**config.mk**
```make
export PLATFORM = sky130hd
export DESIGN_NAME = lbp_cordic
export DESIGN_NICKNAME = d
export VERILOG_FILES = /design/src/rtl/core/lbp_pkg.sv /design/src/rtl/core/lbp_cordic.sv
export SDC_FILE = /design/constraint.sdc
export NUM_CORES = 2
export LEC_CHECK = 0
export CORE_MARGIN = 2
export CORE_UTILIZATION = 55
export CTS_CLUSTER_SIZE = 25
export DETAILED_ROUTE_END_ITERATION = 8
export DONT_BUFFER_PORTS = 1
export PLACE_DENSITY = 0.76
export RECOVER_POWER = 100
export SLEW_MARGIN = 20
export SYNTH_ARGS = -nofsm -noshare
export SYNTH_HDL_FRONTEND = slang
export SYNTH_SLANG_ARGS = --single-unit
```
**constraint.sdc**
```tcl
create_clock -name clk -period 23.2 [get_ports clk]
set_clock_uncertainty 0.15 [all_clocks]
set_input_delay 3.48 -clock clk [delete_from_list [all_inputs] [get_ports clk]]
set_output_delay 3.48 -clock clk [all_outputs]
set_load 0.02 [all_outputs]
```
**src/rtl/core/lbp_pkg.sv**
```systemverilog
// Shared types, constants and tables for the laser beam to pixel rasteriser.
`timescale 1ns / 1ps
package lbp_pkg;

  // Rotation CORDIC: 16 micro-rotations, two per pipeline stage
  localparam int CORDIC_STAGES = 16;
  localparam int CORDIC_ITERS  = 2;
  localparam int CORDIC_PIPE   = CORDIC_STAGES / CORDIC_ITERS;
  localparam int XW            = 34;   // Q2.30 plus headroom
  localparam int ZW            = 26;   // 2^24 per turn plus sign and headroom
  localparam logic signed [XW-1:0] CORDIC_X0 = 34'sd652032874;

  // Pipelined restoring divider, four quotient bits per stage
  localparam int DVS_W    = 16;
  localparam int QUO_W    = 28;
  localparam int DVD_W    = DVS_W + QUO_W;
  localparam int DIV_STEP = 4;
  localparam int DIV_PIPE = QUO_W / DIV_STEP;

  // Register map
  typedef logic [2:0] reg_idx_t;
  localparam reg_idx_t REG_MIN_RANGE    = 3'd0;
  localparam reg_idx_t REG_MAX_RANGE    = 3'd1;
  localparam reg_idx_t REG_ANGLE_START  = 3'd2;
  localparam reg_idx_t REG_ANGLE_STEP   = 3'd3;
  localparam reg_idx_t REG_IMAGE_WIDTH  = 3'd4;
  localparam reg_idx_t REG_IMAGE_HEIGHT = 3'd5;

  // Sideband carried through the CORDIC
  typedef struct packed {
    logic        valid;
    logic        acc;
    logic [15:0] range;
    logic [1:0]  quad;
  } side_t;

  // Sideband carried through the divider
  typedef struct packed {
    logic valid;
    logic acc;
    logic xneg;
    logic yneg;
  } div_tag_t;

  // atan(2^-i) in 2^24-per-turn units
  function automatic logic signed [ZW-1:0] atan_val(input logic [4:0] i);
    logic signed [ZW-1:0] v;
    case (i)
      5'd0:    v = 26'sd2097152;
      5'd1:    v = 26'sd1238021;
      5'd2:    v = 26'sd654136;
      5'd3:    v = 26'sd332050;
      5'd4:    v = 26'sd166669;
      5'd5:    v = 26'sd83416;
      5'd6:    v = 26'sd41718;
      5'd7:    v = 26'sd20860;
      5'd8:    v = 26'sd10430;
      5'd9:    v = 26'sd5215;
      5'd10:   v = 26'sd2608;
      5'd11:   v = 26'sd1304;
      5'd12:   v = 26'sd652;
      5'd13:   v = 26'sd326;
      5'd14:   v = 26'sd163;
      5'd15:   v = 26'sd81;
      5'd16:   v = 26'sd41;
      5'd17:   v = 26'sd20;
      5'd18:   v = 26'sd10;
      5'd19:   v = 26'sd5;
      5'd20:   v = 26'sd3;
      5'd21:   v = 26'sd1;
      5'd22:   v = 26'sd1;
      default: v = 26'sd0;
    endcase
    return v;
  endfunction

endpackage

```
**src/rtl/core/lbp_cordic.sv**
```systemverilog
// Pipelined rotation CORDIC giving cosine and sine of the residual angle.
`timescale 1ns / 1ps
module lbp_cordic (
  input  logic                            clk,
  input  logic                            rst_n,
  input  logic                            ce,
  input  lbp_pkg::side_t                  in_side,
  input  logic signed [lbp_pkg::ZW-1:0]   in_z,
  output lbp_pkg::side_t                  out_side,
  output logic signed [lbp_pkg::XW-1:0]   out_x,
  output logic signed [lbp_pkg::XW-1:0]   out_y
);
  import lbp_pkg::*;

  side_t                side_r [CORDIC_PIPE];
  logic signed [XW-1:0] x_r    [CORDIC_PIPE];
  logic signed [XW-1:0] y_r    [CORDIC_PIPE];
  logic signed [ZW-1:0] z_r    [CORDIC_PIPE];

  for (genvar s = 0; s < CORDIC_PIPE; s++) begin : g_stage
    side_t                si;
    logic signed [XW-1:0] xi, yi, x_nxt, y_nxt, dx, dy;
    logic signed [ZW-1:0] zi, z_nxt;

    if (s == 0) begin : g_first
      assign si = in_side;
      assign xi = CORDIC_X0;
      assign yi = '0;
      assign zi = in_z;
    end else begin : g_next
      assign si = side_r[s-1];
      assign xi = x_r[s-1];
      assign yi = y_r[s-1];
      assign zi = z_r[s-1];
    end

    always_comb begin
      x_nxt = xi;
      y_nxt = yi;
      z_nxt = zi;
      dx    = '0;
      dy    = '0;
      for (int k = 0; k < CORDIC_ITERS; k++) begin
        dx = x_nxt;
        dy = y_nxt;
        dx = dy >>> (s * CORDIC_ITERS + k);
        dy = x_nxt >>> (s * CORDIC_ITERS + k);
        if (!z_nxt[ZW-1]) begin
          x_nxt = x_nxt - dx;
          y_nxt = y_nxt + dy;
          z_nxt = z_nxt - atan_val(5'(s * CORDIC_ITERS + k));
        end else begin
          x_nxt = x_nxt + dx;
          y_nxt = y_nxt - dy;
          z_nxt = z_nxt + atan_val(5'(s * CORDIC_ITERS + k));
        end
      end
    end

    always_ff @(posedge clk) begin
      if (!rst_n) begin
        side_r[s].valid <= 1'b0;
      end else if (ce) begin
        side_r[s] <= si;
      end
    end

    always_ff @(posedge clk) begin
      if (ce) begin
        x_r[s] <= x_nxt;
        y_r[s] <= y_nxt;
        z_r[s] <= z_nxt;
      end
    end
  end

  assign out_side = side_r[CORDIC_PIPE-1];
  assign out_x    = x_r[CORDIC_PIPE-1];
  assign out_y    = y_r[CORDIC_PIPE-1];

endmodule

```
# Word level (Yosys, flattened, before mapping)
# Memory sizes are Yosys's and may differ from the RTL's.
# Index checks and enable logic that the tools add are counted.
# totals
register_bits	0
ram_bits	912
inputBits	49
out_inout_bits	88
wordCells	196
memories	4
# memory_table
memory	depth	word_bits	read_ports	rd_clocked_by_memory_dff	write_ports	line_no	text
x_r	8	34	8	0	8	lbp_cordic.sv:16	logic signed [XW-1:0] x_r [CORDIC_PIPE];
y_r	8	34	8	0	8	lbp_cordic.sv:17	logic signed [XW-1:0] y_r [CORDIC_PIPE];
z_r	8	26	7	0	8	lbp_cordic.sv:18	logic signed [ZW-1:0] z_r [CORDIC_PIPE];
side_r	8	20	8	0	8	lbp_cordic.sv:15	side_t side_r [CORDIC_PIPE];
# op_classes
add_sub_neg	92
n_mux	92
bitwise	8
# op_table
operator	count
$mux 26	48
$mux 34	31
$add 26x26->26	16
$sub 26x26->26	16
$add 34x19->34	2
$add 34x20->34	2
$add 34x21->34	2
$add 34x22->34	2
$add 34x23->34	2
$add 34x24->34	2
$add 34x25->34	2
$add 34x26->34	2
$add 34x27->34	2
$add 34x28->34	2
$add 34x29->34	2
$add 34x30->34	2
$add 34x31->34	2
$add 34x32->34	2
$sub 34x19->34	2
$sub 34x20->34	2
$sub 34x21->34	2
$sub 34x22->34	2
$sub 34x23->34	2
$sub 34x24->34	2
other kinds (14)	41

# Longest topological paths before layout
# An unclocked memory read counts as a cell.
# logic_depth
ltp_word	7
mapped_depth	36

# Worst setup path before layout
# No wires, ideal clock.
# synth_path
kind	reg-to-reg
start	memory z_r[0][25]
end	memory z_r[1][24] (data pin)
setup_time_ns	0.262
arrival_ns	8.163
t_required_ns	22.788
setup_slack_ns	14.625
path_stages_with_launch	32
n_path_buf	6
period_less_slack_ns	8.575
cell_sequence	edfxtp_1 clkbuf_1 clkbuf_1 clkbuf_1 clkbuf_1 inv_1 ha_1 a21oi_1 o21bai_1 a21oi_1 o31ai_1 o41a_1 and4_1 o31a_1 o21ai_0 nand2b_1 clkbuf_1 buf_1 ha_1 a21o_1 a21oi_1 o21bai_1 a211oi_1 o31ai_1 o41ai_1 o211ai_1 or4_1 a31oi_1 o21ai_0 a21oi_1 a21oi_1 xor2_1
# synth_rtl
element	line_no
start, declared	lbp_cordic.sv:18

==> qor.csv <==
metric;value;unit
run status;finished with violations;
failing checks;capacitance limit, slew limit;
Most used DFF post-synth;edfxtp_1;
CP max stage delay;2.18;ns
max-cap viol count;21;
Netlist Area Pre-Place;97200;µm²
CTS resizes;0;
DP HPWL;222000;µm
TritonCTS Buffers;98;
ys async rst share;0;
RSZ-0062 raised after global routing;no;
Yosys cell types;105;
DR vias/cell;6.23;
Sink Count;826;
ranking of synthesized cells by area;edfxtp_1 (25%), ha_1 (16%), xnor2_1 (10%);
nets;12568;
slowest CP cell;clkbuf_1;
number of global-route vias before repair;80980;
placer congestion estimate;1.01;
Reg area;24800;µm²
DRC Markers;0;
DR pass1 iterations;6;
final hold violation count;0;
highest fanout seen on the critical path;64;
worst hold path class;flip-flop to flip-flop;
multi-input logic area;69400;µm²
final setup TNS;0;ns
Synth Area per Inst;8.62;µm²
first-pass GRT wire length;432000;µm
layout cells sized above 1;0.0312;
Die W;424;µm
kind of critical path;flip-flop to flip-flop;
Vias;85071;
Detail Route Antenna Nets;0;
H-tree levels;3;
post-synthesis cell count;11282;
Critical Path AT;14.98;ns
area grow syn2layout;6.16;%
die area;180000;µm²
initial antenna violation count;1;
met1 WL;115000;µm
clk slew on worst S/H paths;0.06;ns
leading area contributor after synthesis;edfxtp_1;
Rows;154;
Rel. slew slack;-4.08;
CTS tree;done;
Max Slew Vio Count;1477;
core area;176000;µm²
# Post-CTS Setup Buffers;0;
fillers;15518;
final WL;274000;µm
Max clock buf depth;3;
slew at the pin closest to its max-slew limit;7.62;ns
Hold Buf Count CTS;0;
Post-synth EDFFs;825;
CP startpoint kind;flip-flop;
Starting Density;0.553;
Max Used Layer;met4;
# setup viols final;0;
Tmin final;14.61;ns
Buffers on Ports;0;
leading cell type in the layout, fill and taps excluded;ha_1;
All-Layer GR Usage;0.294;
DIE HEIGHT;424;µm
DR iter-0 viols;7188;
synthesis warning total;0;
maximum number of pins on one net before global-route repair;147;
Max Clock Freq;68.4;MHz
Routed wire per std cell;20.0;µm
Routed met3 length;15200;µm
crit-path most repeated cell;clkbuf_1;
Net Count, Synth;12623;
clk root buf;clkbuf_16;
synthesis-stage register bit count;826;
most frequent cells in the layout;ha_1 (1251), a21oi_1 (1115), xnor2_1 (1106);
post-synthesis sequential area ratio;0.255;
Worst-Skew Late Latency;0.77;ns
metal2 WL;132000;µm
Yosys top cell area share;0.255;
CP endpoint kind;flip-flop;
I/O pin total;137;
period utilization;0.630;
CP Data Required Time;23.57;ns
grt ovf;0;
-- flip-flops by register name (all words and copies together), names as in the netlist --
register	cells
y_r	244
z_r	182
side_r	160
x_r	240
-- cells by family after synthesis --
family,Yosys count,synth area share
AOI/OAI and AO/OA,3447,0.227
DFF,826,0.255
muxes,92,0.0100
adders and majority gates,1292,0.169
and+or+nand+nor,3167,0.158
other,1,0.0000386
xor gates and xnor gates,1643,0.149
buffers and inverters,814,0.0315
-- critical path, delay by kind of cell, from the launching register on --
| kind | cells | cell delay (ns) |
|---|---|---|
| buf+inv | 5 | 7.41 |
| simple gates | 6 | 1.38 |
| xor+xnor | 2 | 0.24 |
| fa+ha+maj | 2 | 1.10 |
| flops | 1 | 0.32 |
| compound gates | 15 | 3.64 |
-- synthesized netlist by cell type (21+ instances only) --
master and count:
ha_1 1251, a31o_2 28, nand3b_1 21, o211ai_1 58, o41ai_1 52, o31a_1 52, nor3_1 308, clkbuf_1 177
inv_1 604, o2111ai_1 26, nand2_1 621, o31ai_1 80, or2_2 54, nand3_1 199, and3_1 103, a31oi_1 171
mux2_2 41, a21o_1 451, a211oi_1 111, and2_1 76, o21a_1 206, a21boi_0 49, a21oi_1 1116, fa_1 41
edfxtp_1 825, a2111oi_0 29, nor2_1 1044, xnor2_1 1108, xor2_1 528, o21bai_1 137, mux2i_1 51, a311oi_1 26
o21ai_0 569, nor2b_1 153, nor4_1 70, nand4_1 81, or4_1 43, nand2b_1 166, nor3b_1 37, a211o_1 22
o21ai_1 45, or3_1 102, buf_1 25
-- path summary, 6_finish.rpt --
| check | cells past startpoint | slack [ns] | startpoint | end |
|---|---|---|---|---|
| worst min register to register | 0 | 0.26 | side_r[1][30]$_DFFE_PP_ | side_r[1][50]$_DFFE_PP_ |
| worst min-delay path | 0 | 0.26 | side_r[1][30]$_DFFE_PP_ | side_r[1][50]$_DFFE_PP_ |
| worst max register to register | 30 | 8.59 | z_r[2][25]$_DFFE_PP_ | y_r[0][135]$_DFFE_PP_ |
| worst max-delay path | 30 | 8.59 | z_r[2][25]$_DFFE_PP_ | y_r[0][135]$_DFFE_PP_ |
-- per-stage QoR --
step	std cells	utilization	setup slack [ns]	hold slack, ns	cell area (µm²)
CTS	13650	0.588	13.73	0.266	103000
finish	13660	0.587	8.59	0.256	103000
global placement	13465	0.567	13.86	0.250	99800
detailed placement	13467	0.568	13.75	0.255	99900
floorplan	11282	-	14.62	0.250	97200
global route	13660	0.587	7.47	0.267	103000
-- layer usage --
metal  up-vias  track usage
met3       579       0.0347
met1     40229        0.368
met2      2719        0.513
met5         -            0
li1      41544            -
met4         0        0.117
-- final cells by class --
type | count | area share
Antenna cell | 10 | 0.000242
Multi-Input combinational cell | 9642 | 0.673
Inverter | 610 | 0.0222
Clock buffer | 112 | 0.0247
Sequential cell | 826 | 0.240
Clock inverter | 71 | 0.00906
Timing Repair Buffer | 49 | 0.00247
Tap cell | 2340 | 0.0284
Power is left out: the tool's default activity adds up to more than one toggle a clock period on the data nets, which glitch-free logic cannot reach.
