## src/rtl/core/lbp_pkg.sv

```systemverilog
// Shared types, constants and tables for the laser beam to pixel rasteriser.
`timescale 1ns / 1ps
package lbp_pkg;

  // Rotation CORDIC: 16 micro-rotations, two per pipeline stage
  localparam int CORDIC_STAGES = 16;
  localparam int CORDIC_ITERS  = 2;
  localparam int CORDIC_PIPE   = CORDIC_STAGES / CORDIC_ITERS;
  localparam int XW            = 34;   // Q2.30 plus headroom
  localparam int ZW            = 26;   // 2^24 per turn plus sign and headroom
  localparam logic signed [XW-1:0] CORDIC_X0 = 34'sd652032874;

  // Pipelined restoring divider, four quotient bits per stage
  localparam int DVS_W    = 16;
  localparam int QUO_W    = 28;
  localparam int DVD_W    = DVS_W + QUO_W;
  localparam int DIV_STEP = 4;
  localparam int DIV_PIPE = QUO_W / DIV_STEP;

  // Register map
  typedef logic [2:0] reg_idx_t;
  localparam reg_idx_t REG_MIN_RANGE    = 3'd0;
  localparam reg_idx_t REG_MAX_RANGE    = 3'd1;
  localparam reg_idx_t REG_ANGLE_START  = 3'd2;
  localparam reg_idx_t REG_ANGLE_STEP   = 3'd3;
  localparam reg_idx_t REG_IMAGE_WIDTH  = 3'd4;
  localparam reg_idx_t REG_IMAGE_HEIGHT = 3'd5;

  // Sideband carried through the CORDIC
  typedef struct packed {
    logic        valid;
    logic        acc;
    logic [15:0] range;
    logic [1:0]  quad;
  } side_t;

  // Sideband carried through the divider
  typedef struct packed {
    logic valid;
    logic acc;
    logic xneg;
    logic yneg;
  } div_tag_t;

  // atan(2^-i) in 2^24-per-turn units
  function automatic logic signed [ZW-1:0] atan_val(input logic [4:0] i);
    logic signed [ZW-1:0] v;
    case (i)
      5'd0:    v = 26'sd2097152;
      5'd1:    v = 26'sd1238021;
      5'd2:    v = 26'sd654136;
      5'd3:    v = 26'sd332050;
      5'd4:    v = 26'sd166669;
      5'd5:    v = 26'sd83416;
      5'd6:    v = 26'sd41718;
      5'd7:    v = 26'sd20860;
      5'd8:    v = 26'sd10430;
      5'd9:    v = 26'sd5215;
      5'd10:   v = 26'sd2608;
      5'd11:   v = 26'sd1304;
      5'd12:   v = 26'sd652;
      5'd13:   v = 26'sd326;
      5'd14:   v = 26'sd163;
      5'd15:   v = 26'sd81;
      5'd16:   v = 26'sd41;
      5'd17:   v = 26'sd20;
      5'd18:   v = 26'sd10;
      5'd19:   v = 26'sd5;
      5'd20:   v = 26'sd3;
      5'd21:   v = 26'sd1;
      5'd22:   v = 26'sd1;
      default: v = 26'sd0;
    endcase
    return v;
  endfunction

endpackage

```

## src/rtl/core/lbp_div.sv

```systemverilog
// Two-lane pipelined restoring divider sharing one divisor.
`timescale 1ns / 1ps
module lbp_div (
  input  logic                          clk,
  input  logic                          rst_n,
  input  logic                          ce,
  input  lbp_pkg::div_tag_t             in_tag,
  input  logic [lbp_pkg::DVD_W-1:0]     in_dvd_x,
  input  logic [lbp_pkg::DVD_W-1:0]     in_dvd_y,
  input  logic [lbp_pkg::DVS_W-1:0]     divisor,
  output lbp_pkg::div_tag_t             out_tag,
  output logic [lbp_pkg::QUO_W-1:0]     out_qx,
  output logic [lbp_pkg::QUO_W-1:0]     out_qy
);
  import lbp_pkg::*;

  div_tag_t         tag_r [DIV_PIPE];
  logic [DVS_W-1:0] rem_r [DIV_PIPE][2];
  logic [QUO_W-1:0] dq_r  [DIV_PIPE][2];

  for (genvar s = 0; s < DIV_PIPE; s++) begin : g_stage
    div_tag_t         ti;
    logic [DVS_W-1:0] rem_i [2];
    logic [QUO_W-1:0] dq_i  [2];
    logic [DVS_W-1:0] rem_nxt [2];
    logic [QUO_W-1:0] dq_nxt  [2];

    if (s == 0) begin : g_first
      assign ti       = in_tag;
      assign rem_i[0] = in_dvd_x[DVD_W-1:QUO_W];
      assign dq_i[0]  = in_dvd_x[QUO_W-1:0];
      assign rem_i[1] = in_dvd_y[DVD_W-1:QUO_W];
      assign dq_i[1]  = in_dvd_y[QUO_W-1:0];
    end else begin : g_next
      assign ti       = tag_r[s-1];
      assign rem_i[0] = rem_r[s-1][0];
      assign dq_i[0]  = dq_r[s-1][0];
      assign rem_i[1] = rem_r[s-1][1];
      assign dq_i[1]  = dq_r[s-1][1];
    end

    always_comb begin
      logic [DVS_W:0] t;
      logic           ge;
      for (int l = 0; l < 2; l++) begin
        rem_nxt[l] = rem_i[l];
        dq_nxt[l]  = dq_i[l];
        for (int k = 0; k < DIV_STEP; k++) begin
          // shift in the next dividend bit, subtract where it fits
          t          = {rem_nxt[l], dq_nxt[l][QUO_W-1]};
          ge         = (t >= {1'b0, divisor});
          dq_nxt[l]  = {dq_nxt[l][QUO_W-2:0], ge};
          rem_nxt[l] = ge ? DVS_W'(t - {1'b0, divisor}) : t[DVS_W-1:0];
        end
      end
    end

    always_ff @(posedge clk) begin
      if (!rst_n) begin
        tag_r[s].valid <= 1'b0;
      end else if (ce) begin
        tag_r[s] <= ti;
      end
    end

    always_ff @(posedge clk) begin
      if (ce) begin
        rem_r[s][0] <= rem_nxt[0];
        rem_r[s][1] <= rem_nxt[1];
        dq_r[s][0]  <= dq_nxt[0];
        dq_r[s][1]  <= dq_nxt[1];
      end
    end
  end

  assign out_tag = tag_r[DIV_PIPE-1];
  assign out_qx  = dq_r[DIV_PIPE-1][0];
  assign out_qy  = dq_r[DIV_PIPE-1][1];

endmodule

```

## config.mk

```make
export PLATFORM = sky130hd
export DESIGN_NAME = lbp_div
export DESIGN_NICKNAME = d
export VERILOG_FILES = /design/src/rtl/core/lbp_pkg.sv /design/src/rtl/core/lbp_div.sv
export SDC_FILE = /design/constraint.sdc
export NUM_CORES = 2
export LEC_CHECK = 0
export ABC_AREA = 1
export BUFFER_PORTS_ARGS = -buffer_cell sky130_fd_sc_hd__buf_2
export CORE_MARGIN = 1
export CORE_UTILIZATION = 59
export CTS_CLUSTER_DIAMETER = 30
export DETAILED_ROUTE_END_ITERATION = 10
export PLACE_DENSITY = 0.89
export SYNTH_ARGS = -nofsm -noshare
export SYNTH_HDL_FRONTEND = slang
export SYNTH_SLANG_ARGS = --single-unit
```

## constraint.sdc

```tcl
create_clock -name clk -period 9.6 [get_ports clk]
set_input_delay 0 -clock clk [delete_from_list [all_inputs] [get_ports clk]]
set_output_delay 0 -clock clk [all_outputs]
set_load 0.05 [all_outputs]
```

# Word level (Yosys, flattened, before mapping)
# Memories as Yosys holds them, arrays and structs flattened.
# Index checks and enable logic that the tools add are counted.
[totals]
out_inout_bits = 60
mem_bits_rw = 644
memories = 3
ff_bits = 0
[classes]
mux = 68
add_sub_neg = 56
bitwise_logic = 7
order_cmp = 56
[mem_list]
columns = ["name", "depth", "word_bits", "read_ports", "rd_ports_with_merged_regs", "write_ports", "line", "text"]
rows = [
  ["dq_r", 7, 56, 7, 0, 7, "lbp_div.sv:19", "logic [QUO_W-1:0] dq_r [DIV_PIPE][2];"],
  ["rem_r", 7, 32, 6, 0, 7, "lbp_div.sv:18", "logic [DVS_W-1:0] rem_r [DIV_PIPE][2];"],
  ["tag_r", 7, 4, 7, 0, 7, "lbp_div.sv:17", "div_tag_t tag_r [DIV_PIPE];"],
]
[op_table]
columns = ["op", "n"]
rows = [
  ["17-bit by 16-bit greater-or-equal comparator with 1-bit output", 56],
  ["16-bit two-way mux", 56],
  ["16-bit subtractor", 56],
  ["1-bit two-way mux", 12],
  ["1-bit bitwise OR", 7],
]

# Depth between registers and ports, before layout
# An unclocked memory read counts as a cell.
[logic_depth]
depth_word = 9
depth_mapped = 57
depth_no_buf = 54

# Least setup slack after synthesis
# No wires, ideal clock.
[synth_timing]
path_kind = "input port to flip-flop"
startpoint = "in divisor[1] (netlist bit)"
endpoint = "mem rem_r[0][17] (netlist bit), data pin"
required_ns = 9.347
arrival_time_ns = 8.654
setup_ns = 0.253
setup_slack_ns = 0.694
path_stages = 50
path_buffers = 3
cell_sequence = "inv_1 -> ha_1 -> nand2_1 -> nor2_1 -> nand2_1 -> nand3_2 -> nand2_1 -> nand2_2 -> nand3_2 -> nand2_4 -> inv_2 -> buf_2 -> nand2_1 -> o21ai_0 -> ha_1 -> a21o_1 -> a21oi_1 -> nand2_1 -> (+14 left out) -> inv_1 -> nand3_2 -> buf_6 -> o21ai_0 -> ha_1 -> nand3_1 -> nand2_1 -> nand2_1 -> nand2_1 -> a21oi_1 -> o21ai_0 -> nand3_1 -> o2111ai_1 -> a21boi_0 -> nand3_4 -> buf_6 -> nand2_1 -> nand2_1"
[synth_lines]
columns = ["element", "line", "text"]
rows = [
  ["start, declared", "lbp_div.sv:10", "input logic [lbp_pkg::DVS_W-1:0] divisor,"],
  ["end, declared", "lbp_div.sv:18", ""],
]

==> results.cfg <==
[grt]
grt.total_usage_pct = 37.5
grt_max_degree = 181
overflow = 0
grt_antenna_before_repair = 10
grt_pass1_wl_um = 366000
first_global_vias = 68500

[yosys]
syn_nets = 11100
synth_top_family_by_area = simple AND/OR/NAND/NOR gates
post-synth-top-area-fraction_pct = 25.4
synthAdderAreaFrac_pct = 17.0
synthXorXnorAreaFrac_pct = 7.94
synth_edf_count = 611
synth_ff_type = edfxtp_1
yosysUniqueCellTypes = 69
synthCells = 10000
synth-simple-area-share_pct = 30.2
synth.top_cells.by_count = nand2_1, inv_1, ha_1, nand3_1, a21oi_1
post-synth-top-count-cell = nand2_1
synthMuxAreaShare_pct = 0
yosysSeqAreaShare_pct = 25.5
synth_seq_cells = 612
synthArstFlopShare_pct = 0
synth_compound_gate_area_share_pct = 12.5
synth_area_leaders = edfxtp_1, nand2_1, ha_1
synth_top_cell_by_area = edfxtp_1
syn_area_mm2 = 0.0721
syn_area_per_cell_um2 = 7.18
yosysWarnings = 0

[run_status]
status = finished, final reports clean

[setup_path]
r2r_cells = 44
path_class = reg -> reg
path_delay_family = simple AND/OR/NAND/NOR gates
crit_path_max_incr_delay_ps = 610
crit_path_start_kind = register
path_depth = 44
slowest_stage = o21ai_0
worst_path_most_repeated_cell = nand2_1
critical_path_arrival_ps = 9740
endpoint_kind = register
cp_num_buf_inv = 4
crit_fanout = 19
critPathRequiredTime_ps = 10250

[clocking]
clock-sinks = 612
cts_tree = built
clk_path_buf_depth = 3
cts_made_buffers = 142
clock_latency_ps = 830
path_clk_slew_ps = 50
clock-root-buffer = clkbuf_16
htreeDepth = 4

[sta]
timing.fmax_ghz = 0.110
finalCritPeriodShare_pct = 94.8
hold_viol_final = 0
tns_ps = 0
drv_slew = 0
setup_ws_ps = 501
grt_setup_unrepaired = no
slew_headroom_pct = 30.3
period_needed_ps = 9100
worst_pin_slew_ps = 1050
worst_clock_skew_ps = 47.2
setup_viol = 0

[routing]
wl_per_cell_um = 19.4
wirelength_um = 237000
firstDrtPassIters = 8
drt_iter0_markers = 7354
drt-vias-per-instance = 5.96
vias = 72900
postRouteAntennaNets = 0
drcViolationCount = 0

[cells_and_area]
design_area_mm2 = 0.0815
num-fill-cells = 10000
fin_util_pct = 67.6
final_nets = 11500
layout-drive-gt1-share_pct = 8.54
area_growth_pct = 13.0

[placed_design]
dpl.hpwl_um = 176000
place.port_buffers = 170
place_ws_ps = -23.2
place_congestion = 1.02
placed_cell_area_mm2 = 0.0753

[die]
start_util_pct = 59.8
io_pins = 171
core-area_mm2 = 0.121
die_area_mm2 = 0.124
num_rows = 127
fp.dieW_um = 352
fp.dieH_um = 352

[hold_path]
hp-class = in -> reg
whs_path_depth = 4

[run]
drv_cap = 0
## per-layer routing
metal  GRT usage [%]  part of all wire (%)  up-vias
li1                -                     -    34900
met1            47.0                    40    33400
met2            60.0                    45     3683
met3            7.32                   9.6      923
met4            21.9                   6.2        6
met5               0                 0.014        -
## worst register-to-register path: cells and delay by family, from the launching register on
family | cells | cell delay (ps)
buf+inv | 4 | 790
fa+ha+maj | 4 | 1550
simple gates | 27 | 3850
compound gates | 9 | 2310
flops | 1 | 440
## area by class of cell
type	count	area (um^2)	share of cell area (%)
inverter	1034	3940	4.83
clock inverter	117	1390	1.70
antenna	8	20.0	0.0246
sequential	612	18400	22.5
tap	1612	2020	2.47
multi-input combinational	8256	48900	60.0
clock buffer	148	3600	4.41
timing repair buffer	436	3300	4.05
## final timing paths
| check | startpoint | to | slack, ps |
|---|---|---|---|
| worst min register to register | dq_r[2][77] | dq_r[3][25] | 400 |
| worst max register to register | rem_r[4][11] | rem_r[5][13] | 500 |
| worst max-delay path | rem_r[4][11] | rem_r[5][13] | 500 |
| worst min-delay path | in_dvd_y[24] | rem_r[0][0] | 40 |
## sequential cells by signal, summed over array words and instances (netlist names)
signal	cells
dq_r	392
rem_r	192
tag_r	28
## placed cells by master, fill, tap and decap left out, drive strengths merged, types with 24 or more instances in the layout
| master | netlist | routed |
|---|---|---|
| a21boi | 42 | 42 |
| a21o | 64 | 64 |
| a21oi | 753 | 753 |
| a31oi | 46 | 46 |
| buf | 119 | 320 |
| clkbuf | 21 | 148 |
| clkinv | 5 | 57 |
| dlygate4sd3 | 0 | 116 |
| edfxtp | 611 | 611 |
| fa | 54 | 54 |
| ha | 896 | 896 |
| inv | 1029 | 1055 |
| nand2 | 3365 | 3365 |
| nand3 | 816 | 816 |
| nand3b | 54 | 54 |
| nand4 | 115 | 115 |
| nor2 | 515 | 516 |
| nor3 | 65 | 65 |
| nor4 | 24 | 24 |
| o21a | 34 | 34 |
| o21ai | 594 | 594 |
| o21bai | 40 | 40 |
| or2 | 38 | 38 |
| xnor2 | 303 | 303 |
| xor2 | 351 | 351 |
## logic make-up after synthesis
family / after synthesis
AO/OA/AOI/OAI: 1638
buffers and inverters: 1174
flip-flops: 612
AND/OR/NAND/NOR: 5013
XOR/XNOR: 654
adder cells (fa/ha/maj): 950
## per-stage QoR
step	std cells	hold WS (ps)
floorplan	10000	98.9
global placement	11800	177
detailed placement	11800	178
CTS	12200	4.27
global route	12200	67.7
finish	12200	44.2
## timing repair
action,CTS,global route
hold buffers,116,0
endpoints found under the setup margin,0,34
gates resized for setup,0,13
buffers inserted,0,2
endpoints found under the hold margin,117,0
Power is left out: the tool's default activity adds up to more than one toggle a clock period on the data nets, which glitch-free logic cannot reach.
